`src/hw/rtl/bresenham_line_rasterizer_unit_defines.svh`:
```
// ----------------------------------------------------------------------------
// Bresenham line rasterizer - assertion macros
// Shared concurrent assertion forms, clocked on the rising edge and
// disabled while the synchronous active-low reset is asserted.
// ----------------------------------------------------------------------------
`ifndef BRESENHAM_LINE_RASTERIZER_UNIT_DEFINES_SVH
`define BRESENHAM_LINE_RASTERIZER_UNIT_DEFINES_SVH

// Consequent must hold in the same cycle as the antecedent
`define BRL_ASSERT_SAME(lbl, clk_s, rst_s, ante, cons) \
  lbl: assert property (@(posedge clk_s) disable iff (!(rst_s)) (ante) |-> (cons)) \
    else $error("rasterizer check failed (same cycle)");

// Consequent must hold in the cycle after the antecedent
`define BRL_ASSERT_NEXT(lbl, clk_s, rst_s, ante, cons) \
  lbl: assert property (@(posedge clk_s) disable iff (!(rst_s)) (ante) |=> (cons)) \
    else $error("rasterizer check failed (next cycle)");

`endif

```
`src/hw/rtl/brl_pkg.sv`:
```
// ----------------------------------------------------------------------------
// brl_pkg
// Shared constants, codes and types of the Bresenham line rasterizer.
// ----------------------------------------------------------------------------
`default_nettype none

package brl_pkg;

  // Default widths
  localparam int COORD_BITS_DEF = 14;
  localparam int INDEX_BITS_DEF = 24;

  // Fixed field widths
  localparam int REG_BITS       = 13;
  localparam int COLOR_BITS     = 24;
  localparam int CFG_INDEX_BITS = 2;

  // Command queue between front and back
  localparam int QUEUE_DEPTH = 2;

  // Operation codes
  localparam logic OP_START = 1'b0;

  // Configuration register indexes
  localparam logic [CFG_INDEX_BITS-1:0] CFG_VIEW_WIDTH  = CFG_INDEX_BITS'(0);
  localparam logic [CFG_INDEX_BITS-1:0] CFG_VIEW_HEIGHT = CFG_INDEX_BITS'(1);

  // Register reset values
  localparam logic [REG_BITS-1:0] VIEW_WIDTH_RESET  = REG_BITS'(1280);
  localparam logic [REG_BITS-1:0] VIEW_HEIGHT_RESET = REG_BITS'(720);

  // Walker status towards the top level
  typedef struct packed {
    logic pop;
    logic emit;
  } walk_stat_t;

  // Packed command width: three flags, start x/y, major end, decision,
  // two doubled deltas and the colour
  function automatic int cmd_bits(int cb);
    return 3 * cb + (cb + 4) + 2 * (cb + 2) + 3 + COLOR_BITS;
  endfunction

endpackage

`default_nettype wire

```
`src/hw/rtl/brl_in_if.sv`:
```
// ----------------------------------------------------------------------------
// brl_in_if
// Input channel of the rasterizer: start and tick commands.
// ----------------------------------------------------------------------------
`default_nettype none

interface brl_in_if #(
  parameter int COORD_BITS = brl_pkg::COORD_BITS_DEF
);
  logic                              valid;
  logic                              ready;
  logic                              op;
  logic signed [COORD_BITS-1:0]      start_x;
  logic signed [COORD_BITS-1:0]      start_y;
  logic signed [COORD_BITS-1:0]      end_x;
  logic signed [COORD_BITS-1:0]      end_y;
  logic [brl_pkg::COLOR_BITS-1:0]    color_rgb;

  modport source (output valid, op, start_x, start_y, end_x, end_y, color_rgb,
                  input ready);
  modport sink   (input valid, op, start_x, start_y, end_x, end_y, color_rgb,
                  output ready);
endinterface

`default_nettype wire

```
`src/hw/rtl/brl_out_if.sv`:
```
// ----------------------------------------------------------------------------
// brl_out_if
// Result channel of the rasterizer: one pixel per transaction.
// ----------------------------------------------------------------------------
`default_nettype none

interface brl_out_if #(
  parameter int COORD_BITS = brl_pkg::COORD_BITS_DEF,
  parameter int INDEX_BITS = brl_pkg::INDEX_BITS_DEF
);
  logic                              valid;
  logic                              ready;
  logic signed [COORD_BITS-1:0]      pixel_x;
  logic signed [COORD_BITS-1:0]      pixel_y;
  logic [INDEX_BITS-1:0]             pixel_index;
  logic                              inside_res;
  logic [brl_pkg::COLOR_BITS-1:0]    pixel_color;
  logic                              last;

  modport source (output valid, pixel_x, pixel_y, pixel_index, inside_res,
                  pixel_color, last, input ready);
  modport sink   (input valid, pixel_x, pixel_y, pixel_index, inside_res,
                  pixel_color, last, output ready);
endinterface

`default_nettype wire

```
`src/hw/rtl/brl_cfg_if.sv`:
```
// ----------------------------------------------------------------------------
// brl_cfg_if
// Configuration write channel: register index and write data.
// ----------------------------------------------------------------------------
`default_nettype none

interface brl_cfg_if;
  logic                                valid;
  logic                                ready;
  logic [brl_pkg::CFG_INDEX_BITS-1:0]  index;
  logic [brl_pkg::REG_BITS-1:0]        data;

  modport source (output valid, index, data, input ready);
  modport sink   (input valid, index, data, output ready);
endinterface

`default_nettype wire

```
`src/hw/rtl/bresenham_line_rasterizer_unit.sv`:
```
// ----------------------------------------------------------------------------
// bresenham_line_rasterizer_unit
// Integer line rasterizer producing at most one pixel per command.
// in_ch takes commands: op start carries two endpoints and a colour and
// yields the first pixel; op tick yields the next pixel of the running
// line, and nothing when no line runs. A start drops any running line.
// out_ch gives one pixel per transaction with coordinates, viewport flag,
// framebuffer index (x + y * view_width, zero outside) and a last marker.
// cfg_ch writes view_width (index 0) and view_height (index 1) and is always
// ready; the user writes it only while the block is idle (not enforced).
// A pixel passes the classify register, a queue entry, the walk register
// and the output register on its way to out_ch. Throughput: one command
// per cycle while out_ch does not stall; the walk register steps the
// line by adds and compares, the output stage does the stride multiply.
// A two-entry command queue parts front and walker; when out_ch stalls
// the pipeline fills and in_ch drops ready once the queue is full and
// the classify register holds a command. Reset (rst_n low, synchronous)
// empties all stages, ends any line and sets the viewport to 1280 x 720.
// ----------------------------------------------------------------------------
`default_nettype none
`include "bresenham_line_rasterizer_unit_defines.svh"

module bresenham_line_rasterizer_unit #(
  parameter int COORD_BITS = brl_pkg::COORD_BITS_DEF,
  parameter int INDEX_BITS = brl_pkg::INDEX_BITS_DEF
) (
  input  logic      clk,
  input  logic      rst_n,
  brl_in_if.sink    in_ch,
  brl_out_if.source out_ch,
  brl_cfg_if.sink   cfg_ch
);

  localparam int CMD_W = brl_pkg::cmd_bits(COORD_BITS);

  // Front to queue
  logic             f_valid, f_ready;
  logic [CMD_W-1:0] f_cmd;
  // Queue to walker
  logic             q_valid, q_ready;
  logic [CMD_W-1:0] q_cmd;
  // Walker to output stage
  logic                           p_valid, p_ready, p_last;
  logic signed [COORD_BITS-1:0]   p_x, p_y;
  logic [brl_pkg::COLOR_BITS-1:0] p_color;
  brl_pkg::walk_stat_t            walk_stat;

  brl_front #(.COORD_BITS(COORD_BITS)) u_front (
    .clk       (clk),
    .rst_n     (rst_n),
    .in_ch     (in_ch),
    .cmd_valid (f_valid),
    .cmd_ready (f_ready),
    .cmd       (f_cmd)
  );

  brl_queue #(.DATA_W(CMD_W), .DEPTH(brl_pkg::QUEUE_DEPTH)) u_queue (
    .clk      (clk),
    .rst_n    (rst_n),
    .wr_valid (f_valid),
    .wr_ready (f_ready),
    .wr_data  (f_cmd),
    .rd_valid (q_valid),
    .rd_ready (q_ready),
    .rd_data  (q_cmd)
  );

  brl_walk #(.COORD_BITS(COORD_BITS)) u_walk (
    .clk       (clk),
    .rst_n     (rst_n),
    .cmd_valid (q_valid),
    .cmd_ready (q_ready),
    .cmd       (q_cmd),
    .pix_valid (p_valid),
    .pix_ready (p_ready),
    .pix_x     (p_x),
    .pix_y     (p_y),
    .pix_color (p_color),
    .pix_last  (p_last),
    .stat      (walk_stat)
  );

  brl_emit #(.COORD_BITS(COORD_BITS), .INDEX_BITS(INDEX_BITS)) u_emit (
    .clk       (clk),
    .rst_n     (rst_n),
    .pix_valid (p_valid),
    .pix_ready (p_ready),
    .pix_x     (p_x),
    .pix_y     (p_y),
    .pix_color (p_color),
    .pix_last  (p_last),
    .cfg_ch    (cfg_ch),
    .out_ch    (out_ch)
  );

  // Checks
  // walker only takes commands that the queue holds
  `BRL_ASSERT_SAME(a_pop_needs_entry, clk, rst_n, walk_stat.pop, q_valid)
  // every emitted pixel lands in the pixel register
  `BRL_ASSERT_NEXT(a_emit_fills_pixel, clk, rst_n, walk_stat.emit, p_valid)
  // a pixel flagged inside never has a negative coordinate
  `BRL_ASSERT_SAME(a_inside_nonneg, clk, rst_n, out_ch.valid && out_ch.inside_res,
                   !out_ch.pixel_x[COORD_BITS-1] && !out_ch.pixel_y[COORD_BITS-1])

endmodule

`default_nettype wire

```
`src/hw/rtl/brl_front.sv`:
```
// ----------------------------------------------------------------------------
// brl_front
// Accepts commands, measures the deltas and classifies the line (steep or
// shallow, endpoint swap), then builds the walk command for the queue.
// ----------------------------------------------------------------------------
`default_nettype none

module brl_front #(
  parameter int COORD_BITS = brl_pkg::COORD_BITS_DEF
) (
  input  logic                                           clk,
  input  logic                                           rst_n,
  brl_in_if.sink                                         in_ch,
  output logic                                           cmd_valid,
  input  logic                                           cmd_ready,
  output logic [brl_pkg::cmd_bits(COORD_BITS)-1:0]       cmd
);

  localparam int CB    = COORD_BITS;
  localparam int D_W   = CB + 1;
  localparam int T_W   = CB + 2;
  localparam int DEC_W = CB + 4;

  typedef struct packed {
    logic                           is_start;
    logic                           steep;
    logic                           minor_neg;
    logic signed [CB-1:0]           start_x;
    logic signed [CB-1:0]           start_y;
    logic signed [CB-1:0]           major_end;
    logic signed [DEC_W-1:0]        decision;
    logic [T_W-1:0]                 twice_minor;
    logic [T_W-1:0]                 twice_major;
    logic [brl_pkg::COLOR_BITS-1:0] color;
  } cmd_t;

  // Classify stage registers
  logic                           s1_valid_r, s1_valid_nxt;
  logic                           s1_op_r;
  logic signed [CB-1:0]           s1_x0_r, s1_y0_r, s1_x1_r, s1_y1_r;
  logic [CB-1:0]                  s1_adx_r, s1_ady_r;
  logic                           s1_dxneg_r, s1_dxpos_r, s1_dyneg_r, s1_dypos_r;
  logic                           s1_steep_r;
  logic [brl_pkg::COLOR_BITS-1:0] s1_color_r;

  logic                           s1_adv;
  logic signed [D_W-1:0]          dx, dy, adx_full, ady_full;
  logic [CB-1:0]                  adx, ady;

  // Delta magnitudes of the incoming endpoints
  always_comb begin
    dx       = D_W'(in_ch.end_x) - D_W'(in_ch.start_x);
    dy       = D_W'(in_ch.end_y) - D_W'(in_ch.start_y);
    adx_full = dx[D_W-1] ? -dx : dx;
    ady_full = dy[D_W-1] ? -dy : dy;
    adx      = adx_full[CB-1:0];
    ady      = ady_full[CB-1:0];
  end

  assign s1_adv      = !s1_valid_r || cmd_ready;
  assign in_ch.ready = s1_adv;
  assign s1_valid_nxt = s1_adv ? in_ch.valid : s1_valid_r;

  always_ff @(posedge clk) begin
    if (!rst_n) begin
      s1_valid_r <= 1'b0;
    end else begin
      s1_valid_r <= s1_valid_nxt;
    end
  end

  always_ff @(posedge clk) begin
    if (s1_adv && in_ch.valid) begin
      s1_op_r    <= in_ch.op;
      s1_x0_r    <= in_ch.start_x;
      s1_y0_r    <= in_ch.start_y;
      s1_x1_r    <= in_ch.end_x;
      s1_y1_r    <= in_ch.end_y;
      s1_adx_r   <= adx;
      s1_ady_r   <= ady;
      s1_dxneg_r <= dx[D_W-1];
      s1_dxpos_r <= !dx[D_W-1] && (dx != '0);
      s1_dyneg_r <= dy[D_W-1];
      s1_dypos_r <= !dy[D_W-1] && (dy != '0);
      s1_steep_r <= !(ady < adx);
      s1_color_r <= in_ch.color_rgb;
    end
  end

  // Command build: swap so the major axis runs upward
  logic          swap;
  logic [CB-1:0] amin, amaj;
  cmd_t          cmd_s;

  always_comb begin
    swap = s1_steep_r ? s1_dyneg_r : s1_dxneg_r;
    amin = s1_steep_r ? s1_adx_r : s1_ady_r;
    amaj = s1_steep_r ? s1_ady_r : s1_adx_r;

    cmd_s.is_start  = (s1_op_r == brl_pkg::OP_START);
    cmd_s.steep     = s1_steep_r;
    if (s1_steep_r) begin
      cmd_s.minor_neg = swap ? s1_dxpos_r : s1_dxneg_r;
      cmd_s.major_end = swap ? s1_y0_r : s1_y1_r;
    end else begin
      cmd_s.minor_neg = swap ? s1_dypos_r : s1_dyneg_r;
      cmd_s.major_end = swap ? s1_x0_r : s1_x1_r;
    end
    cmd_s.start_x     = swap ? s1_x1_r : s1_x0_r;
    cmd_s.start_y     = swap ? s1_y1_r : s1_y0_r;
    cmd_s.twice_minor = T_W'({amin, 1'b0});
    cmd_s.twice_major = T_W'({amaj, 1'b0});
    cmd_s.decision    = $signed(DEC_W'({amin, 1'b0})) - $signed(DEC_W'(amaj));
    cmd_s.color       = s1_color_r;
  end

  assign cmd_valid = s1_valid_r;
  assign cmd       = cmd_s;

endmodule

`default_nettype wire

```
`src/hw/rtl/brl_queue.sv`:
```
// ----------------------------------------------------------------------------
// brl_queue
// Short first-in first-out queue of walk commands between front and back.
// ----------------------------------------------------------------------------
`default_nettype none

module brl_queue #(
  parameter int DATA_W = 8,
  parameter int DEPTH  = brl_pkg::QUEUE_DEPTH
) (
  input  logic              clk,
  input  logic              rst_n,
  input  logic              wr_valid,
  output logic              wr_ready,
  input  logic [DATA_W-1:0] wr_data,
  output logic              rd_valid,
  input  logic              rd_ready,
  output logic [DATA_W-1:0] rd_data
);

  localparam int PTR_W = (DEPTH > 1) ? $clog2(DEPTH) : 1;
  localparam int CNT_W = $clog2(DEPTH + 1);

  logic [DATA_W-1:0] mem_r [DEPTH];
  logic [PTR_W-1:0]  wr_ptr_r, wr_ptr_nxt;
  logic [PTR_W-1:0]  rd_ptr_r, rd_ptr_nxt;
  logic [CNT_W-1:0]  count_r, count_nxt;
  logic              push, pop;

  assign wr_ready = (count_r != CNT_W'(DEPTH));
  assign rd_valid = (count_r != '0);
  assign rd_data  = mem_r[rd_ptr_r];
  assign push     = wr_valid && wr_ready;
  assign pop      = rd_valid && rd_ready;

  // Pointer and fill count update
  always_comb begin
    wr_ptr_nxt = wr_ptr_r;
    rd_ptr_nxt = rd_ptr_r;
    count_nxt  = count_r;
    if (push) begin
      wr_ptr_nxt = (wr_ptr_r == PTR_W'(DEPTH - 1)) ? '0 : wr_ptr_r + PTR_W'(1);
    end
    if (pop) begin
      rd_ptr_nxt = (rd_ptr_r == PTR_W'(DEPTH - 1)) ? '0 : rd_ptr_r + PTR_W'(1);
    end
    if (push && !pop) begin
      count_nxt = count_r + CNT_W'(1);
    end else if (pop && !push) begin
      count_nxt = count_r - CNT_W'(1);
    end
  end

  always_ff @(posedge clk) begin
    if (!rst_n) begin
      wr_ptr_r <= '0;
      rd_ptr_r <= '0;
      count_r  <= '0;
    end else begin
      wr_ptr_r <= wr_ptr_nxt;
      rd_ptr_r <= rd_ptr_nxt;
      count_r  <= count_nxt;
    end
  end

  // Entry storage
  always_ff @(posedge clk) begin
    if (push) begin
      mem_r[wr_ptr_r] <= wr_data;
    end
  end

endmodule

`default_nettype wire

```
`src/hw/rtl/brl_walk.sv`:
```
// ----------------------------------------------------------------------------
// brl_walk
// Back end: holds the line walk state, takes one command per cycle unless
// a pixel is stalled; gives one pixel per start or per tick of a running line.
// ----------------------------------------------------------------------------
`default_nettype none

module brl_walk #(
  parameter int COORD_BITS = brl_pkg::COORD_BITS_DEF
) (
  input  logic                                     clk,
  input  logic                                     rst_n,
  input  logic                                     cmd_valid,
  output logic                                     cmd_ready,
  input  logic [brl_pkg::cmd_bits(COORD_BITS)-1:0] cmd,
  output logic                                     pix_valid,
  input  logic                                     pix_ready,
  output logic signed [COORD_BITS-1:0]             pix_x,
  output logic signed [COORD_BITS-1:0]             pix_y,
  output logic [brl_pkg::COLOR_BITS-1:0]           pix_color,
  output logic                                     pix_last,
  output brl_pkg::walk_stat_t                      stat
);

  localparam int CB    = COORD_BITS;
  localparam int T_W   = CB + 2;
  localparam int DEC_W = CB + 4;

  typedef struct packed {
    logic                           is_start;
    logic                           steep;
    logic                           minor_neg;
    logic signed [CB-1:0]           start_x;
    logic signed [CB-1:0]           start_y;
    logic signed [CB-1:0]           major_end;
    logic signed [DEC_W-1:0]        decision;
    logic [T_W-1:0]                 twice_minor;
    logic [T_W-1:0]                 twice_major;
    logic [brl_pkg::COLOR_BITS-1:0] color;
  } cmd_t;

  // Walk state
  logic signed [CB-1:0]           cur_x_r, cur_y_r, major_end_r;
  logic signed [DEC_W-1:0]        decision_r;
  logic [T_W-1:0]                 tmin_r, tmaj_r;
  logic                           neg_r, steep_r;
  logic                           active_r, active_nxt;
  logic [brl_pkg::COLOR_BITS-1:0] color_r;

  // Pixel register
  logic                           pix_valid_r, pix_valid_nxt;
  logic signed [CB-1:0]           pix_x_r, pix_y_r;
  logic [brl_pkg::COLOR_BITS-1:0] pix_color_r;
  logic                           pix_last_r;

  cmd_t                           cmd_s;
  logic                           slot_free, pop, emit, last, dec_pos;
  logic signed [CB-1:0]           e_x, e_y, e_end, major, minor, major_nxt, minor_nxt;
  logic signed [CB-1:0]           nx_x, nx_y;
  logic signed [DEC_W-1:0]        e_dec, dec_sub, dec_nxt;
  logic [T_W-1:0]                 e_tmin, e_tmaj;
  logic                           e_neg, e_steep;
  logic [brl_pkg::COLOR_BITS-1:0] e_color;

  assign cmd_s     = cmd_t'(cmd);
  assign slot_free = !pix_valid_r || pix_ready;
  assign cmd_ready = slot_free;
  assign pop       = cmd_valid && slot_free;
  assign emit      = pop && (cmd_s.is_start || active_r);

  // Working state: a start command replaces the held line
  always_comb begin
    if (cmd_s.is_start) begin
      e_x     = cmd_s.start_x;
      e_y     = cmd_s.start_y;
      e_end   = cmd_s.major_end;
      e_dec   = cmd_s.decision;
      e_tmin  = cmd_s.twice_minor;
      e_tmaj  = cmd_s.twice_major;
      e_neg   = cmd_s.minor_neg;
      e_steep = cmd_s.steep;
      e_color = cmd_s.color;
    end else begin
      e_x     = cur_x_r;
      e_y     = cur_y_r;
      e_end   = major_end_r;
      e_dec   = decision_r;
      e_tmin  = tmin_r;
      e_tmaj  = tmaj_r;
      e_neg   = neg_r;
      e_steep = steep_r;
      e_color = color_r;
    end
  end

  // One Bresenham step
  always_comb begin
    major     = e_steep ? e_y : e_x;
    minor     = e_steep ? e_x : e_y;
    last      = (major >= e_end);
    dec_pos   = !e_dec[DEC_W-1] && (e_dec != '0);
    major_nxt = major + CB'(1);
    minor_nxt = minor;
    dec_sub   = e_dec;
    if (dec_pos) begin
      minor_nxt = e_neg ? minor - CB'(1) : minor + CB'(1);
      dec_sub   = e_dec - $signed(DEC_W'(e_tmaj));
    end
    dec_nxt = dec_sub + $signed(DEC_W'(e_tmin));
    nx_x    = e_steep ? minor_nxt : major_nxt;
    nx_y    = e_steep ? major_nxt : minor_nxt;
  end

  assign active_nxt    = emit ? !last : active_r;
  assign pix_valid_nxt = emit ? 1'b1 : (pix_ready ? 1'b0 : pix_valid_r);

  always_ff @(posedge clk) begin
    if (!rst_n) begin
      active_r    <= 1'b0;
      pix_valid_r <= 1'b0;
    end else begin
      active_r    <= active_nxt;
      pix_valid_r <= pix_valid_nxt;
    end
  end

  // State and pixel payload
  always_ff @(posedge clk) begin
    if (emit) begin
      major_end_r <= e_end;
      tmin_r      <= e_tmin;
      tmaj_r      <= e_tmaj;
      neg_r       <= e_neg;
      steep_r     <= e_steep;
      color_r     <= e_color;
      cur_x_r     <= last ? e_x : nx_x;
      cur_y_r     <= last ? e_y : nx_y;
      decision_r  <= last ? e_dec : dec_nxt;
      pix_x_r     <= e_x;
      pix_y_r     <= e_y;
      pix_color_r <= e_color;
      pix_last_r  <= last;
    end
  end

  assign pix_valid = pix_valid_r;
  assign pix_x     = pix_x_r;
  assign pix_y     = pix_y_r;
  assign pix_color = pix_color_r;
  assign pix_last  = pix_last_r;
  assign stat.pop  = pop;
  assign stat.emit = emit;

endmodule

`default_nettype wire

```
`src/hw/rtl/brl_emit.sv`:
```
// ----------------------------------------------------------------------------
// brl_emit
// Viewport registers, clip test and framebuffer index (x + y * width);
// drives the registered result channel.
// ----------------------------------------------------------------------------
`default_nettype none

module brl_emit #(
  parameter int COORD_BITS = brl_pkg::COORD_BITS_DEF,
  parameter int INDEX_BITS = brl_pkg::INDEX_BITS_DEF
) (
  input  logic                           clk,
  input  logic                           rst_n,
  input  logic                           pix_valid,
  output logic                           pix_ready,
  input  logic signed [COORD_BITS-1:0]   pix_x,
  input  logic signed [COORD_BITS-1:0]   pix_y,
  input  logic [brl_pkg::COLOR_BITS-1:0] pix_color,
  input  logic                           pix_last,
  brl_cfg_if.sink                        cfg_ch,
  brl_out_if.source                      out_ch
);

  localparam int CB    = COORD_BITS;
  localparam int RB    = brl_pkg::REG_BITS;
  localparam int CMP_W = (CB - 1 > RB) ? CB - 1 : RB;
  localparam int SUM_W = (CB + RB > INDEX_BITS) ? CB + RB : INDEX_BITS;

  logic [RB-1:0] view_w_r, view_h_r;

  // Configuration writes, always taken
  assign cfg_ch.ready = 1'b1;

  always_ff @(posedge clk) begin
    if (!rst_n) begin
      view_w_r <= brl_pkg::VIEW_WIDTH_RESET;
      view_h_r <= brl_pkg::VIEW_HEIGHT_RESET;
    end else if (cfg_ch.valid) begin
      unique case (cfg_ch.index)
        brl_pkg::CFG_VIEW_WIDTH:  view_w_r <= cfg_ch.data;
        brl_pkg::CFG_VIEW_HEIGHT: view_h_r <= cfg_ch.data;
        default: ;
      endcase
    end
  end

  // Clip test and stride multiply
  logic                  in_view;
  logic [CB-2:0]         xu, yu;
  logic [SUM_W-1:0]      index_sum;
  logic [INDEX_BITS-1:0] index;

  always_comb begin
    xu        = pix_x[CB-2:0];
    yu        = pix_y[CB-2:0];
    in_view   = !pix_x[CB-1] && !pix_y[CB-1] &&
                (CMP_W'(xu) < CMP_W'(view_w_r)) && (CMP_W'(yu) < CMP_W'(view_h_r));
    index_sum = SUM_W'(xu) + SUM_W'(yu) * SUM_W'(view_w_r);
    index     = in_view ? index_sum[INDEX_BITS-1:0] : '0;
  end

  // Output register
  logic                           out_valid_r, out_valid_nxt;
  logic signed [CB-1:0]           out_x_r, out_y_r;
  logic [INDEX_BITS-1:0]          out_index_r;
  logic                           out_inside_r, out_last_r;
  logic [brl_pkg::COLOR_BITS-1:0] out_color_r;
  logic                           take;

  assign pix_ready     = !out_valid_r || out_ch.ready;
  assign take          = pix_valid && pix_ready;
  assign out_valid_nxt = pix_ready ? pix_valid : out_valid_r;

  always_ff @(posedge clk) begin
    if (!rst_n) begin
      out_valid_r <= 1'b0;
    end else begin
      out_valid_r <= out_valid_nxt;
    end
  end

  always_ff @(posedge clk) begin
    if (take) begin
      out_x_r      <= pix_x;
      out_y_r      <= pix_y;
      out_index_r  <= index;
      out_inside_r <= in_view;
      out_color_r  <= pix_color;
      out_last_r   <= pix_last;
    end
  end

  assign out_ch.valid       = out_valid_r;
  assign out_ch.pixel_x     = out_x_r;
  assign out_ch.pixel_y     = out_y_r;
  assign out_ch.pixel_index = out_index_r;
  assign out_ch.inside_res  = out_inside_r;
  assign out_ch.pixel_color = out_color_r;
  assign out_ch.last        = out_last_r;

endmodule

`default_nettype wire
```
`src/flat_wrapper.sv`:
```
// flat-port wrapper written by rule: the top's interface ports become plain ports
module bresenham_line_rasterizer_unit_flat 
#(
  parameter int COORD_BITS = brl_pkg::COORD_BITS_DEF,
  parameter int INDEX_BITS = brl_pkg::INDEX_BITS_DEF
)
  (clk, rst_n, in_ch_valid, in_ch_op, in_ch_start_x, in_ch_start_y, in_ch_end_x, in_ch_end_y, in_ch_color_rgb, in_ch_ready, out_ch_valid, out_ch_pixel_x, out_ch_pixel_y, out_ch_pixel_index, out_ch_inside_res, out_ch_pixel_color, out_ch_last, out_ch_ready, cfg_ch_valid, cfg_ch_index, cfg_ch_data, cfg_ch_ready);
  brl_in_if #(.COORD_BITS(COORD_BITS)) in_ch_i ();
  brl_out_if #(.COORD_BITS(COORD_BITS), .INDEX_BITS(INDEX_BITS)) out_ch_i ();
  brl_cfg_if cfg_ch_i ();
  input  logic clk;
  input  logic rst_n;
  input wire logic [$bits(in_ch_i.valid)-1:0] in_ch_valid;
  input wire logic [$bits(in_ch_i.op)-1:0] in_ch_op;
  input wire logic [$bits(in_ch_i.start_x)-1:0] in_ch_start_x;
  input wire logic [$bits(in_ch_i.start_y)-1:0] in_ch_start_y;
  input wire logic [$bits(in_ch_i.end_x)-1:0] in_ch_end_x;
  input wire logic [$bits(in_ch_i.end_y)-1:0] in_ch_end_y;
  input wire logic [$bits(in_ch_i.color_rgb)-1:0] in_ch_color_rgb;
  output wire logic [$bits(in_ch_i.ready)-1:0] in_ch_ready;
  output wire logic [$bits(out_ch_i.valid)-1:0] out_ch_valid;
  output wire logic [$bits(out_ch_i.pixel_x)-1:0] out_ch_pixel_x;
  output wire logic [$bits(out_ch_i.pixel_y)-1:0] out_ch_pixel_y;
  output wire logic [$bits(out_ch_i.pixel_index)-1:0] out_ch_pixel_index;
  output wire logic [$bits(out_ch_i.inside_res)-1:0] out_ch_inside_res;
  output wire logic [$bits(out_ch_i.pixel_color)-1:0] out_ch_pixel_color;
  output wire logic [$bits(out_ch_i.last)-1:0] out_ch_last;
  input wire logic [$bits(out_ch_i.ready)-1:0] out_ch_ready;
  input wire logic [$bits(cfg_ch_i.valid)-1:0] cfg_ch_valid;
  input wire logic [$bits(cfg_ch_i.index)-1:0] cfg_ch_index;
  input wire logic [$bits(cfg_ch_i.data)-1:0] cfg_ch_data;
  output wire logic [$bits(cfg_ch_i.ready)-1:0] cfg_ch_ready;
  assign in_ch_i.valid = in_ch_valid;
  assign in_ch_i.op = in_ch_op;
  assign in_ch_i.start_x = in_ch_start_x;
  assign in_ch_i.start_y = in_ch_start_y;
  assign in_ch_i.end_x = in_ch_end_x;
  assign in_ch_i.end_y = in_ch_end_y;
  assign in_ch_i.color_rgb = in_ch_color_rgb;
  assign in_ch_ready = in_ch_i.ready;
  assign out_ch_valid = out_ch_i.valid;
  assign out_ch_pixel_x = out_ch_i.pixel_x;
  assign out_ch_pixel_y = out_ch_i.pixel_y;
  assign out_ch_pixel_index = out_ch_i.pixel_index;
  assign out_ch_inside_res = out_ch_i.inside_res;
  assign out_ch_pixel_color = out_ch_i.pixel_color;
  assign out_ch_last = out_ch_i.last;
  assign out_ch_i.ready = out_ch_ready;
  assign cfg_ch_i.valid = cfg_ch_valid;
  assign cfg_ch_i.index = cfg_ch_index;
  assign cfg_ch_i.data = cfg_ch_data;
  assign cfg_ch_ready = cfg_ch_i.ready;
  bresenham_line_rasterizer_unit #(.COORD_BITS(COORD_BITS), .INDEX_BITS(INDEX_BITS)) u_core (.clk(clk), .rst_n(rst_n), .in_ch(in_ch_i), .out_ch(out_ch_i), .cfg_ch(cfg_ch_i));
endmodule
```
`config.mk`:
```
export PLATFORM = sky130hd
export DESIGN_NAME = bresenham_line_rasterizer_unit_flat
export DESIGN_NICKNAME = d
export VERILOG_FILES = /design/src/hw/rtl/brl_pkg.sv /design/src/hw/rtl/brl_in_if.sv /design/src/hw/rtl/brl_out_if.sv /design/src/hw/rtl/brl_cfg_if.sv /design/src/hw/rtl/bresenham_line_rasterizer_unit.sv /design/src/hw/rtl/brl_front.sv /design/src/hw/rtl/brl_queue.sv /design/src/hw/rtl/brl_walk.sv /design/src/hw/rtl/brl_emit.sv /design/src/flat_wrapper.sv
export VERILOG_INCLUDE_DIRS = /design/src /design/src/hw/rtl
export SDC_FILE = /design/constraint.sdc
export NUM_CORES = 1
export LEC_CHECK = 0
export BUFFER_PORTS_ARGS = -buffer_cell sky130_fd_sc_hd__buf_4
export CORE_MARGIN = 8
export CORE_UTILIZATION = 30
export DETAILED_ROUTE_END_ITERATION = 12
export HOLD_SLACK_MARGIN = 0.06
export PLACE_DENSITY = 0.47
export RECOVER_POWER = 100
export SLEW_MARGIN = 20
export SYNTH_ARGS = -nofsm -noshare
export SYNTH_HDL_FRONTEND = slang
export SYNTH_HIERARCHICAL = 1
export SYNTH_SLANG_ARGS = --single-unit
export TNS_END_PERCENT = 1
```
`constraint.sdc`:
```
create_clock -name clk -period 15.3 [get_ports clk]
set_input_delay 0.765 -clock clk [delete_from_list [all_inputs] [get_ports clk]]
set_output_delay 0.765 -clock clk [all_outputs]
set_load 0.005 [all_outputs]
```
# After elaboration in Yosys (flattened, before gate mapping)
# Memories as Yosys holds them, arrays and structs flattened. A register that Yosys moved wholly into a read port is not among the register bits.
# Index checks and enable logic that the tools add are counted.
[op_classes] n_addsub=15 multipliers=1 div_mod_pow=0 n_lt_le_gt_ge=4 n_eq_ne=2 n_shift=0 n_mux=42 bitwise_logic=1 n_reduce_logical=39
[ops] cell="2-to-1 mux 14 bit" count=20
[ops] cell="2-to-1 mux 18 bit" count=3
[ops] cell="2-to-1 mux 16 bit" count=2
[ops] cell="nonzero test 15 bit" count=2
[ops] cell="subtractor 14 x 14 -> 15 bit" count=2
[ops] cell="adder 14 x 2 -> 14 bit, second input constant" count=2
[ops] cell="negation 14 bit" count=2
[ops] cell="< comparator 13 bit" count=2
[ops] cell="adder 13 x 24 -> 24 bit" count=1
[ops] cell="multiplier 13 x 13 -> 24 bit" count=1
[ops] cell="2-to-1 mux 24 bit" count=1
[ops] cell="adder 18 x 17 -> 18 bit" count=1
[ops] cell="nonzero test 18 bit" count=1
[ops] cell="subtractor 18 x 17 -> 18 bit" count=1
[ops] cell="subtractor 15 x 14 -> 16 bit" count=1
[ops] cell="greater-or-equal comparator 14 bit" count=1
[ops] cell="< comparator 14 bit" count=1
[ops] cell="2-to-1 mux 1 bit" count=14
[ops] cell="subtractor 14 x 2 -> 14 bit, second input constant" count=1
[ops] cell="logical AND 1 bit" count=13
[ops] cell="logical NOT 1 bit" count=12
[ops] cell="AND reduction 2 bit" count=3
[ops] cell="nonzero test 2 bit" count=3
[ops] cell="logical OR 1 bit" count=4
[ops] cell="other kinds (8)" count=10
[totals] regBits=373 latchBits=0 ramBits=230 mem_bits_ro=0 inputBits=101 output_inout_bits=81 elab_cells=145 memories=1
[memory_table] name="u_core.u_queue.mem_r" depth=2 width=115 read_ports=1 rd_ports_with_merged_regs=1 wr=1 line="brl_queue.sv:24" source="logic [DATA_W-1:0] mem_r [DEPTH];"

# Longest topological paths before layout
# Gate-level depths: netlist of run 1.
[depth] word_depth=7 depth_mapped=27 ltp_nobuf=22

# Hierarchy
# The synthesis of run 1 kept the hierarchy.
[modules_own_cells] module="brl_emit" n_inst=1 cells_each=1011 area_each_um2=10124.7 seq_area_each_um2=2882.8
[modules_own_cells] module="brl_walk" n_inst=1 cells_each=924 area_each_um2=9865.7 seq_area_each_um2=4454.3
[modules_own_cells] module="brl_queue" n_inst=1 cells_each=394 area_each_um2=8864.8 seq_area_each_um2=7247.0
[modules_own_cells] module="brl_front" n_inst=1 cells_each=693 area_each_um2=7694.9 seq_area_each_um2=3443.3

# Worst setup path after synthesis of run 1
# OpenSTA, ideal clock, no wires.
[synth_path] path_type="reg2reg" from="register u_core.u_walk.pix_y_r[9] (netlist: u_core/u_walk/pix_y[9])" to="register u_core.u_emit.out_index_r[21] (netlist: u_core/u_emit/out_ch.pixel_index[21]), data pin" setup_time_ns=0.255 t_arrival_ns=5.605 t_required_ns=15.045 slack_ns=9.440 stages_incl_launch_ff=21 n_path_buf=2 period_less_slack_ns=5.860 path_cell_list="edfxtp_1 > clkbuf_1 > and2_1 > fa_1 > inv_1 > fa_1 > inv_1 > fa_1 > fa_1 > fa_1 > inv_1 > fa_1 > inv_1 > ha_1 > buf_2 > a21oi_1 > o221ai_1 > a221oi_1 > o211ai_1 > and3_1 > o21ba_2"
[synth_between] elab_chain_len=2 word_cells_on_any_way=4 classes_between="add/sub (1); mul (1); order compare (1); reduce/logical (1)"
[synth_rtl] element="start: declaration" line="brl_walk.sv:52" source="logic signed [CB-1:0] pix_x_r, pix_y_r;"
[synth_rtl] element="start signal: assignment" line="brl_walk.sv:140" source="pix_y_r <= e_y;"
[synth_rtl] element="multiplier 13 x 13 -> 24 bit or < comparator 13 bit (tied branches)" line="brl_emit.sv:58, brl_emit.sv:57"
[synth_rtl] element="adder 13 x 24 -> 24 bit or logical AND 1 bit (tied branches)" line="brl_emit.sv:58, brl_emit.sv:57"
[synth_rtl] element="end signal: assignment" line="brl_emit.sv:86" source="out_index_r <= index;"
[synth_rtl] element="end: declaration" line="brl_emit.sv:65" source="logic [INDEX_BITS-1:0] out_index_r;"
# Several ways; a longest one is shown, not always the timed one.
# A chain may end at the register's enable or synchronous reset.

==> run_results.csv, run 1 <==
group,metric,value,unit
power_and_ir_drop,p_per_area,234,nW/µm²
cts,clk_pin_slew,0.06,ns
worst_hold_path,hold_path_class,"in -> reg",
routing,first_pass_iters,5,
critical_path,cp_max_fo,63,
critical_path,worstPathArrival,10.38,ns
finish,final_cell_mix,"577 x edfxtp_1, 313 x inv_1, 230 x nand2_1, 219 x ha_1, 143 x a21oi_1",
sta,finalCriticalPeriod,10.07,ns
sta,hold_violations,0,
global_routing,use_met3,2.48,%
power_and_ir_drop,power,9.76,mW
finish,areaGrowthSynthToFinish,14.0,%
logic_synthesis,synth_warnings,6,
cts,post-cts-setup-buffer-count,0,
routing,wirelength,92900,µm
critical_path,setup.worst_path.end_class,"register",
run_status,status,"complete, but fails checks",
floorplan,coreArea,121000,µm²
logic_synthesis,syn-cell-area,36500,µm²
placement,portBuffers,180,
sta,slew_headroom,-181,%
finish,fin_util,34.3,%
sta,finalSetupTns,0,ns
placement,gp_congestion,0.815,
run_status,violations,"capacitance limit, slew limit",
cts,ctsHoldBuffers,0,
critical_path,slowest_delay,1.90,ns
global_routing,use_met1,19.9,%
routing,initialDrtViolationCount,1284,
floorplan,io_pins,182,
critical_path,worstPathRequired,15.61,ns
sta,setup_ws,5.23,ns
routing,vias,22800,
critical_path,worst-path-buf-inv,5,
power_and_ir_drop,p_leak,16.2,nW
finish,design_area,41700,µm²
floorplan,die_y,365,µm
cts,cts_sinks,612,
global_routing,busiest_layer,"met2",
power_and_ir_drop,vdd_ir_drop_max,0.000171,V
cts,cts_max_level,3,
sta,finalClockSkew,0.0366,ns
worst_hold_path,min_path_cells,1,
global_routing,grt-ovfl-total,0,
global_routing,grt_max_degree,107,
sta,slew_violations,862,
sta,fin_crit_sh,65.8,%
placement,dp_hpwl,67800,µm
floorplan,die_w,365,µm
global_routing,met2_usage,20.8,%
sta,setup_viol,0,
placement,place_area,39500,µm²
floorplan,start_util,30.1,%
logic_synthesis,synth_cells,3020,
placement,pre_cts_ws,8.84,ns
placement,dpl.cell_count,4733,
sta,rsz0062_at_grt,"false",
floorplan,dieArea,133000,µm²
routing,wl_per_cell,19.1,µm
critical_path,rr_worst_depth,17,
cts,cts.repair.resized,0,
cts,clockRootBuffer,"clkbuf_16",
critical_path,cp_cell_sequence,"mux2_1 > mux2i_4 > clkbuf_1 > inv_1 > nor2_1 > a21oi_1 > ha_1 > a2111oi_0 > a31oi_1 > a221oi_1 > and2_0 > buf_4 > inv_1 > buf_4 > or3_1 > a21oi_1 > a221oi_1",
routing,drc,0,
critical_path,criticalPathCategory,"reg -> reg",
sta,worst_pin_slew,4.21,ns
cts,clock_latency,0.65,ns
finish,drive_above_1_share,12.3,%
logic_synthesis,avgSynthCellArea,12.1,µm²
cts,cts_tree,"built",
floorplan,rows,128,
sta,fmax,0.0993,GHz
cts,clk_path_buf_depth,3,
finish,nNetsFinal,3643,
run,cap_violations,19,
finish,finalNonFillerCells,4875,
finish,layout_commonest_cell,"edfxtp_1",
critical_path,cp-start-kind,"register",
routing,drtAntennaViolNets,0,
critical_path,cp_slowest_cell,"clkbuf_1",
global_routing,antenna_found_initial,2,
global_routing,grt_pass1_vias,23000,
sta,hold-worst-slack,0.328,ns
global_routing,grt_pass1_wl,141000,µm
global_routing,track_usage,13.6,%
routing,routed_via_density,4.67,
critical_path,worstSetupPathDepth,17,
cts,cts_made_buffers,78,
critical_path,cpLargestDelayFamily,"buffers and inverters",
==> sequential cells by signal, summed over array words and instances (netlist names), 16 cells and up, named ones only <==
signal                            cells
u_core/u_walk/decision_r             18
u_core/u_walk/tmin_r                 16
u_core/u_emit/out_ch.pixel_color     24
u_core/u_queue/mem_r                238
u_core/u_emit/out_ch.pixel_index     24
u_core/u_walk/tmaj_r                 16
u_core/u_front/s1_color_r            24
u_core/u_walk/pix_color              24
==> report_power, final <==
part	total (mW)	internal, mW	switching (mW)
logic	5.23	2.04	3.19
clock network	1.84	1.11	0.731
registers	2.69	2.50	0.191
total	9.76	5.65	4.11
==> worst reg2reg max path, delay by kind of cell, from the launching register on <==
kind / cells / cell delay, ns
buf+inv: 5 / 4.71
simple gates: 3 / 0.97
flops: 1 / 0.85
mux: 2 / 1.77
compound gates: 6 / 1.20
fa+ha+maj: 1 / 0.24
==> final timing paths <==
path,slack [ns],to,startpoint
worst max-delay path,5.23,u_core/u_walk/cur_x_r[12],register
worst min-delay path,0.33,u_core/u_front/s1_color_r[2],in_ch_color_rgb[2]
worst max register to register,5.23,u_core/u_walk/cur_x_r[12],register
worst min register to register,0.41,u_core/u_emit/out_ch.pixel_color[23],u_core/u_walk/pix_color[23]
==> layer usage <==
metal  wire [µm]  part of all wire [%]
met4        1840                   2.0
met5           0                     0
met1       46300                    50
met2       40300                    43
met3        4510                   4.8
==> layout make-up <==
type	instances	area (µm²)
Fill cell	12200	79700
Sequential cell	612	18000
Multi-Input combinational cell	1976	16600
Clock buffer	101	2110
Tap cell	1625	2030
Inverter	316	1190
Timing Repair Buffer	204	1180
Clock inverter	40	475
Antenna cell	1	2.50
Note: power is estimated with default switching activity, not from simulation.
==> inputs of run 2 (changes only) <==
- clock period: 15.3 -> 9.4 ns (I/O delays scaled with it)
==> run 2 against run 1 <==
Total power up 62%; the run still ends with capacitance limit, slew limit left; final area up 2.0%; fmax up 37%; final cell count up 1.6%; hold slack worse by 0.20 ns.
==> run_results.csv, run 2 (synthesis results as in run 1) <==
group,metric,value,unit
routing,vias,23000,
finish,finalNonFillerCells,4953,
placement,gp_congestion,0.819,
placement,dp_hpwl,67700,µm
critical_path,cp-start-kind,"register",
finish,final_cell_mix,"577 x edfxtp_1, 312 x inv_1, 230 x nand2_1, 219 x ha_1, 143 x a21oi_1",
global_routing,track_usage,13.7,%
floorplan,start_util,30.1,%
floorplan,coreArea,121000,µm²
finish,largest_reg_flops,238,
critical_path,worstPathArrival,7.70,ns
finish,ff_latch_area,18000,µm²
finish,drive_above_1_share,12.5,%
cts,cts_tree,"built",
power_and_ir_drop,vdd_ir_drop_max,0.000326,V
floorplan,die_w,365,µm
run,cap_violations,12,
global_routing,grt-ovfl-total,0,
finish,layout_commonest_cell,"edfxtp_1",
routing,wl_per_cell,18.8,µm
run_status,violations,"capacitance limit, slew limit",
finish,nNetsFinal,3727,
sta,hold_violations,0,
power_and_ir_drop,p_per_area,371,nW/µm²
finish,areaGrowthSynthToFinish,16.4,%
placement,dpl.cell_count,4729,
routing,initialDrtViolationCount,1143,
routing,first_pass_iters,5,
routing,routed_via_density,4.64,
critical_path,worstPathRequired,9.75,ns
sta,worst_pin_slew,3.97,ns
power_and_ir_drop,p_leak,16.5,nW
global_routing,grt_max_degree,77,
finish,n_fill_cell,12100,
run_status,status,"complete, but fails checks",
floorplan,dieArea,133000,µm²
cts,cts_made_buffers,75,
sta,finalSetupTns,0,ns
floorplan,rows,128,
routing,drc,0,
sta,finalCriticalPeriod,7.35,ns
global_routing,grt_pass1_vias,23400,
sta,setup_viol,0,
cts,clock_latency,0.64,ns
finish,design_area,42500,µm²
placement,place_area,39500,µm²
floorplan,io_pins,182,
sta,rsz0062_at_grt,"false",
cts,post-cts-setup-buffer-count,0,
sta,slew_headroom,-165,%
cts,cts_sinks,612,
finish,multi_input_area,16600,µm²
sta,fmax,0.136,GHz
routing,wirelength,93200,µm
global_routing,grt_pass1_wl,142000,µm
floorplan,die_y,365,µm
sta,slew_violations,688,
routing,routed.top_layer,"met4",
critical_path,cp_max_fo,47,
routing,dr_wl_met2,40100,µm
sta,finalClockSkew,0.0412,ns
critical_path,criticalPathCategory,"reg -> reg",
cts,clk_pin_slew,0.06,ns
routing,wl_met1,46800,µm
global_routing,antenna_found_initial,1,
cts,cts_max_level,3,
worst_hold_path,hold_path_class,"in -> reg",
sta,fin_crit_sh,78.2,%
routing,wl_met3,3750,µm
cts,clk_path_buf_depth,3,
cts,clockRootBuffer,"clkbuf_16",
routing,drtAntennaViolNets,0,
critical_path,setup.worst_path.end_class,"register",
placement,portBuffers,180,
finish,largest-register,"u_core/u_queue/mem_r",
[run 2: routing by layer]
metal  vias to the layer above  global-route usage (%)
li1                      11300                       -
met1                     11200                    19.7
met2                       422                    21.0
met3                       107                    2.25
met4                         0                    4.45
met5                         -                       0
[run 2: final timing paths]
| path | slack, ns | to | cells past startpoint | from |
|---|---|---|---|---|
| max | 2.05 | u_core/u_walk/decision_r[17] | 14 | register |
| min | 0.13 | u_core/u_emit/view_w_r[1] | 3 | cfg_ch_data[1] |
| max reg2reg | 2.05 | u_core/u_walk/decision_r[17] | 14 | register |
| min reg2reg | 0.42 | u_core/u_emit/out_ch.pixel_color[6] | 0 | u_core/u_walk/pix_color[6] |
[run 2: power breakdown]
group / internal, mW / total [mW] / switching (mW)
logic: 3.34 / 8.46 / 5.12
registers: 4.06 / 4.40 / 0.337
clock network: 1.75 / 2.93 / 1.18
[run 2: final cells by class]
cell class,count,share of cell area [%]
antenna,1,0.00589
clock buffer,90,4.70
sequential,612,42.4
tap,1625,4.78
timing repair buffer,291,4.97
inverter,316,2.80
clock inverter,42,1.18
multi-input combinational,1976,39.2
[run 2: what timing repair did]
action,CTS,global route
hold buffers,91,0
hold endpoints to repair,92,0
resized for setup,0,0
[run 2: critical path, stage by stage, from the launching register on]
cell and delay [ns]:
dfxtp_1 1.91, mux2_4 0.80, buf_4 0.71, mux2i_1 0.44, mux2_1 0.24, inv_1 0.06, ha_1 0.32, a2111oi_0 0.44
a31oi_1 0.18, a221oi_1 0.29, and2_0 0.19, buf_4 0.47, nand2_1 0.38, o41ai_1 0.44, xor2_1 0.12
[run 2: through the flow]
| stage | hold WS, ns | power (mW) | util (%) | setup slack, ns |
|---|---|---|---|---|
| floorplan | 0.400 | 10.8 | - | 3.54 |
| global placement | 0.401 | 13.0 | 32.5 | 3.05 |
| CTS | 0.0695 | 16.1 | 35.4 | 3.00 |
| detailed placement | 0.405 | 13.0 | 32.5 | 3.01 |
| global route | 0.0973 | 17.1 | 35.0 | 1.42 |
| finish | 0.128 | 15.8 | 35.0 | 2.05 |
==> inputs of run 3 (changes only) <==
- PLACE_DENSITY: 0.47 -> 0.48
- clock period: 9.4 -> 6.6 ns (I/O delays scaled with it)
==> run 3 against run 2 <==
The flow still finishes with violations (capacitance limit, slew limit); sequential share of layout area shrank 0.10 points; critical endpoint is now u_core/u_emit/out_ch.pixel_index[22]; die area is the same; critical path depth grew 4; largest cell class unchanged.
==> run_results.csv, run 3 (synthesis results as in run 1) <==
group,metric,value,unit
run_status,status,"complete, but fails checks",
run_status,violations,"capacitance limit, slew limit",
routing,routed_via_density,4.67,
power_and_ir_drop,clock_power_share,17.7,%
sta,worst_pin_slew,3.34,ns
sta,hold_violations,0,
critical_path,cp-start-kind,"register",
critical_path,worst-path-buf-inv,5,
power_and_ir_drop,seqPwrFrac,27.2,%
finish,ff_latch_area,18000,µm²
worst_hold_path,hold_path_class,"in -> reg",
placement,portBuffers,180,
finish,diodes,0,
floorplan,rows,128,
cts,cts.repair.resized,0,
global_routing,grt_max_degree,95,
worst_hold_path,hold_path_end,"u_core/u_emit/view_w_r[8]",
global_routing,track_usage,13.8,%
power_and_ir_drop,p_comb_share,55.1,%
critical_path,cpLargestDelayFamily,"adder cells",
routing,vias,23400,
finish,n_fill_cell,12100,
sta,slew_violations,585,
critical_path,slowest_delay,0.61,ns
routing,drc,0,
placement,dp_hpwl,68000,µm
global_routing,antenna_found_initial,0,
global_routing,grt_pass1_wl,144000,µm
cts,cts_max_level,3,
critical_path,cp_cell_sequence,"clkbuf_1 > and2_0 > fa_1 > inv_1 > fa_1 > inv_1 > fa_1 > fa_1 > fa_1 > inv_1 > fa_1 > inv_1 > ha_1 > nand4_1 > or4_4 > a31oi_4 > a31oi_1 > mux2i_1",
routing,first_pass_iters,6,
sta,finalSetupTns,0,ns
cts,clockRootBuffer,"clkbuf_16",
routing,drtAntennaViolNets,0,
cts,post-cts-setup-buffer-count,0,
floorplan,die_w,365,µm
critical_path,r2r-start,"u_core/u_walk/pix_y[6]",
finish,layout_commonest_cell,"edfxtp_1",
power_and_ir_drop,vdd_ir_drop_max,0.000384,V
cts,ctsHoldBuffers,96,
sta,finalCriticalPeriod,6.21,ns
routing,wirelength,93100,µm
finish,nNetsFinal,3771,
finish,largest_reg_flops,238,
sta,rsz0062_at_grt,"false",
critical_path,worstPathRequired,6.99,ns
worst_hold_path,hold_start,"rst_n",
sta,slew_headroom,-122,%
placement,gp_congestion,0.847,
worst_hold_path,min_path_cells,2,
routing,wl_per_cell,18.6,µm
cts,cts_tree,"built",
global_routing,grt_pass1_vias,23700,
finish,fin_util,35.1,%
floorplan,die_y,365,µm
finish,largest-register,"u_core/u_queue/mem_r",
floorplan,coreArea,121000,µm²
critical_path,cp_common_cell,"fa_1",
critical_path,setup.worst_path.end_class,"register",
floorplan,dieArea,133000,µm²
critical_path,r2r_slack,0.39,ns
critical_path,worstPathArrival,6.60,ns
cts,cts_sinks,612,
power_and_ir_drop,switching_share,42.6,%
sta,finalClockSkew,0.0216,ns
finish,drive_above_1_share,12.2,%
critical_path,rr_worst_depth,18,
finish,multi_input_area,16700,µm²
power_and_ir_drop,power,22.3,mW
cts,clock_latency,0.65,ns
floorplan,io_pins,182,
sta,fmax,0.161,GHz
cts,clk_pin_slew,0.05,ns
critical_path,cp_max_fo,11,
power_and_ir_drop,p_switching,9.50,mW
routing,initialDrtViolationCount,1321,
run,cap_violations,14,
power_and_ir_drop,p_int,12.8,mW
critical_path,criticalPathCategory,"reg -> reg",
global_routing,grt-ovfl-total,0,
power_and_ir_drop,p_leak,16.6,nW
power_and_ir_drop,p_per_area,524,nW/µm²
cts,clk_path_buf_depth,3,
floorplan,start_util,30.1,%
critical_path,cp_slowest_cell,"or4_4",
critical_path,timing.rr.end,"u_core/u_emit/out_ch.pixel_index[22]",
cts,cts_made_buffers,77,
sta,setup_viol,0,
sta,fin_crit_sh,94.1,%
finish,areaGrowthSynthToFinish,16.6,%
finish,final_cell_mix,"577 x edfxtp_1, 313 x inv_1, 230 x nand2_1, 219 x ha_1, 143 x a21oi_1",
-- run 3: changes by cell type in the layout (fill, tap and decap cells not counted), sizes merged, moves of 5 or more --
| cell | before | now |
|---|---|---|
| clkbuf | 261 | 286 |
| buf | 29 | 45 |
| bufinv | 8 | 3 |
| dlygate4sd3 | 91 | 96 |
-- run 3: area by class of cell --
| cell class | count | share of cell area, % |
|---|---|---|
| flip-flops and latches | 612 | 42.3 |
| multi-input cells | 1976 | 39.1 |
| well taps | 1625 | 4.77 |
| clock buffers | 94 | 4.69 |
| clock inverters | 43 | 0.822 |
| inverters | 316 | 2.79 |
| repair buffers | 333 | 5.53 |
-- run 3: worst max path at each step --
stage	startpoint	endpoint	slack, ns	depth (start not counted)
2_1_floorplan	u_core/u_walk/pix_y[9]	u_core/u_emit/out_ch.pixel_index[21]	0.74	20
3_3_place_gp	u_core/u_walk/pix_y[7]	u_core/u_emit/out_ch.pixel_index[22]	0.52	18
3_5_place_dp	u_core/u_walk/pix_y[7]	u_core/u_emit/out_ch.pixel_index[23]	0.45	20
4_1_cts	u_core/u_walk/pix_y[7]	u_core/u_emit/out_ch.pixel_index[23]	0.45	20
5_1_grt	u_core/u_walk/pix_y[8]	u_core/u_emit/out_ch.pixel_index[23]	0.06	16
6_report	u_core/u_walk/pix_y[6]	u_core/u_emit/out_ch.pixel_index[22]	0.39	18
-- run 3: per-stage QoR --
step	hold slack, ns	instance area [µm²]	setup slack [ns]	cells
after global routing	0.0907	42600	0.0587	4999
final	0.113	42600	0.392	4999
after CTS	0.0612	43100	0.451	4999
after global placement	0.400	39800	0.515	4766
after detailed placement	0.405	39800	0.452	4766
after floorplan	0.400	36500	0.740	3023
-- run 3: layer usage --
layer	share of wire (%)	global-route usage (%)	wire, µm
met1	50	19.9	46300
met2	44	21.6	41200
met3	3.9	2.13	3590
met4	2.2	3.24	2050
met5	0	0	0
-- run 3: power groups by stage --
| stage | Combinational, mW | Clock, mW | Sequential (mW) |
|---|---|---|---|
| 2_1_floorplan | 9.32 | 0 | 6.05 |
| 3_3_place_gp | 12.5 | 0 | 6.11 |
| 5_1_grt | 13.9 | 4.26 | 6.16 |
| 6_report | 12.3 | 3.96 | 6.07 |
| 3_5_place_dp | 12.5 | 0 | 6.13 |
| 4_1_cts | 12.7 | 4.12 | 6.05 |
-- run 3: worst reg2reg max path, cell delays in order (launching register included) --
cell	delay [ns]
edfxtp_1	0.46
clkbuf_1	0.29
and2_0	0.27
fa_1	0.53
inv_1	0.05
fa_1	0.53
inv_1	0.05
fa_1	0.52
fa_1	0.44
fa_1	0.54
inv_1	0.05
fa_1	0.49
inv_1	0.04
ha_1	0.39
nand4_1	0.20
or4_4	0.61
a31oi_4	0.23
a31oi_1	0.13
mux2i_1	0.13
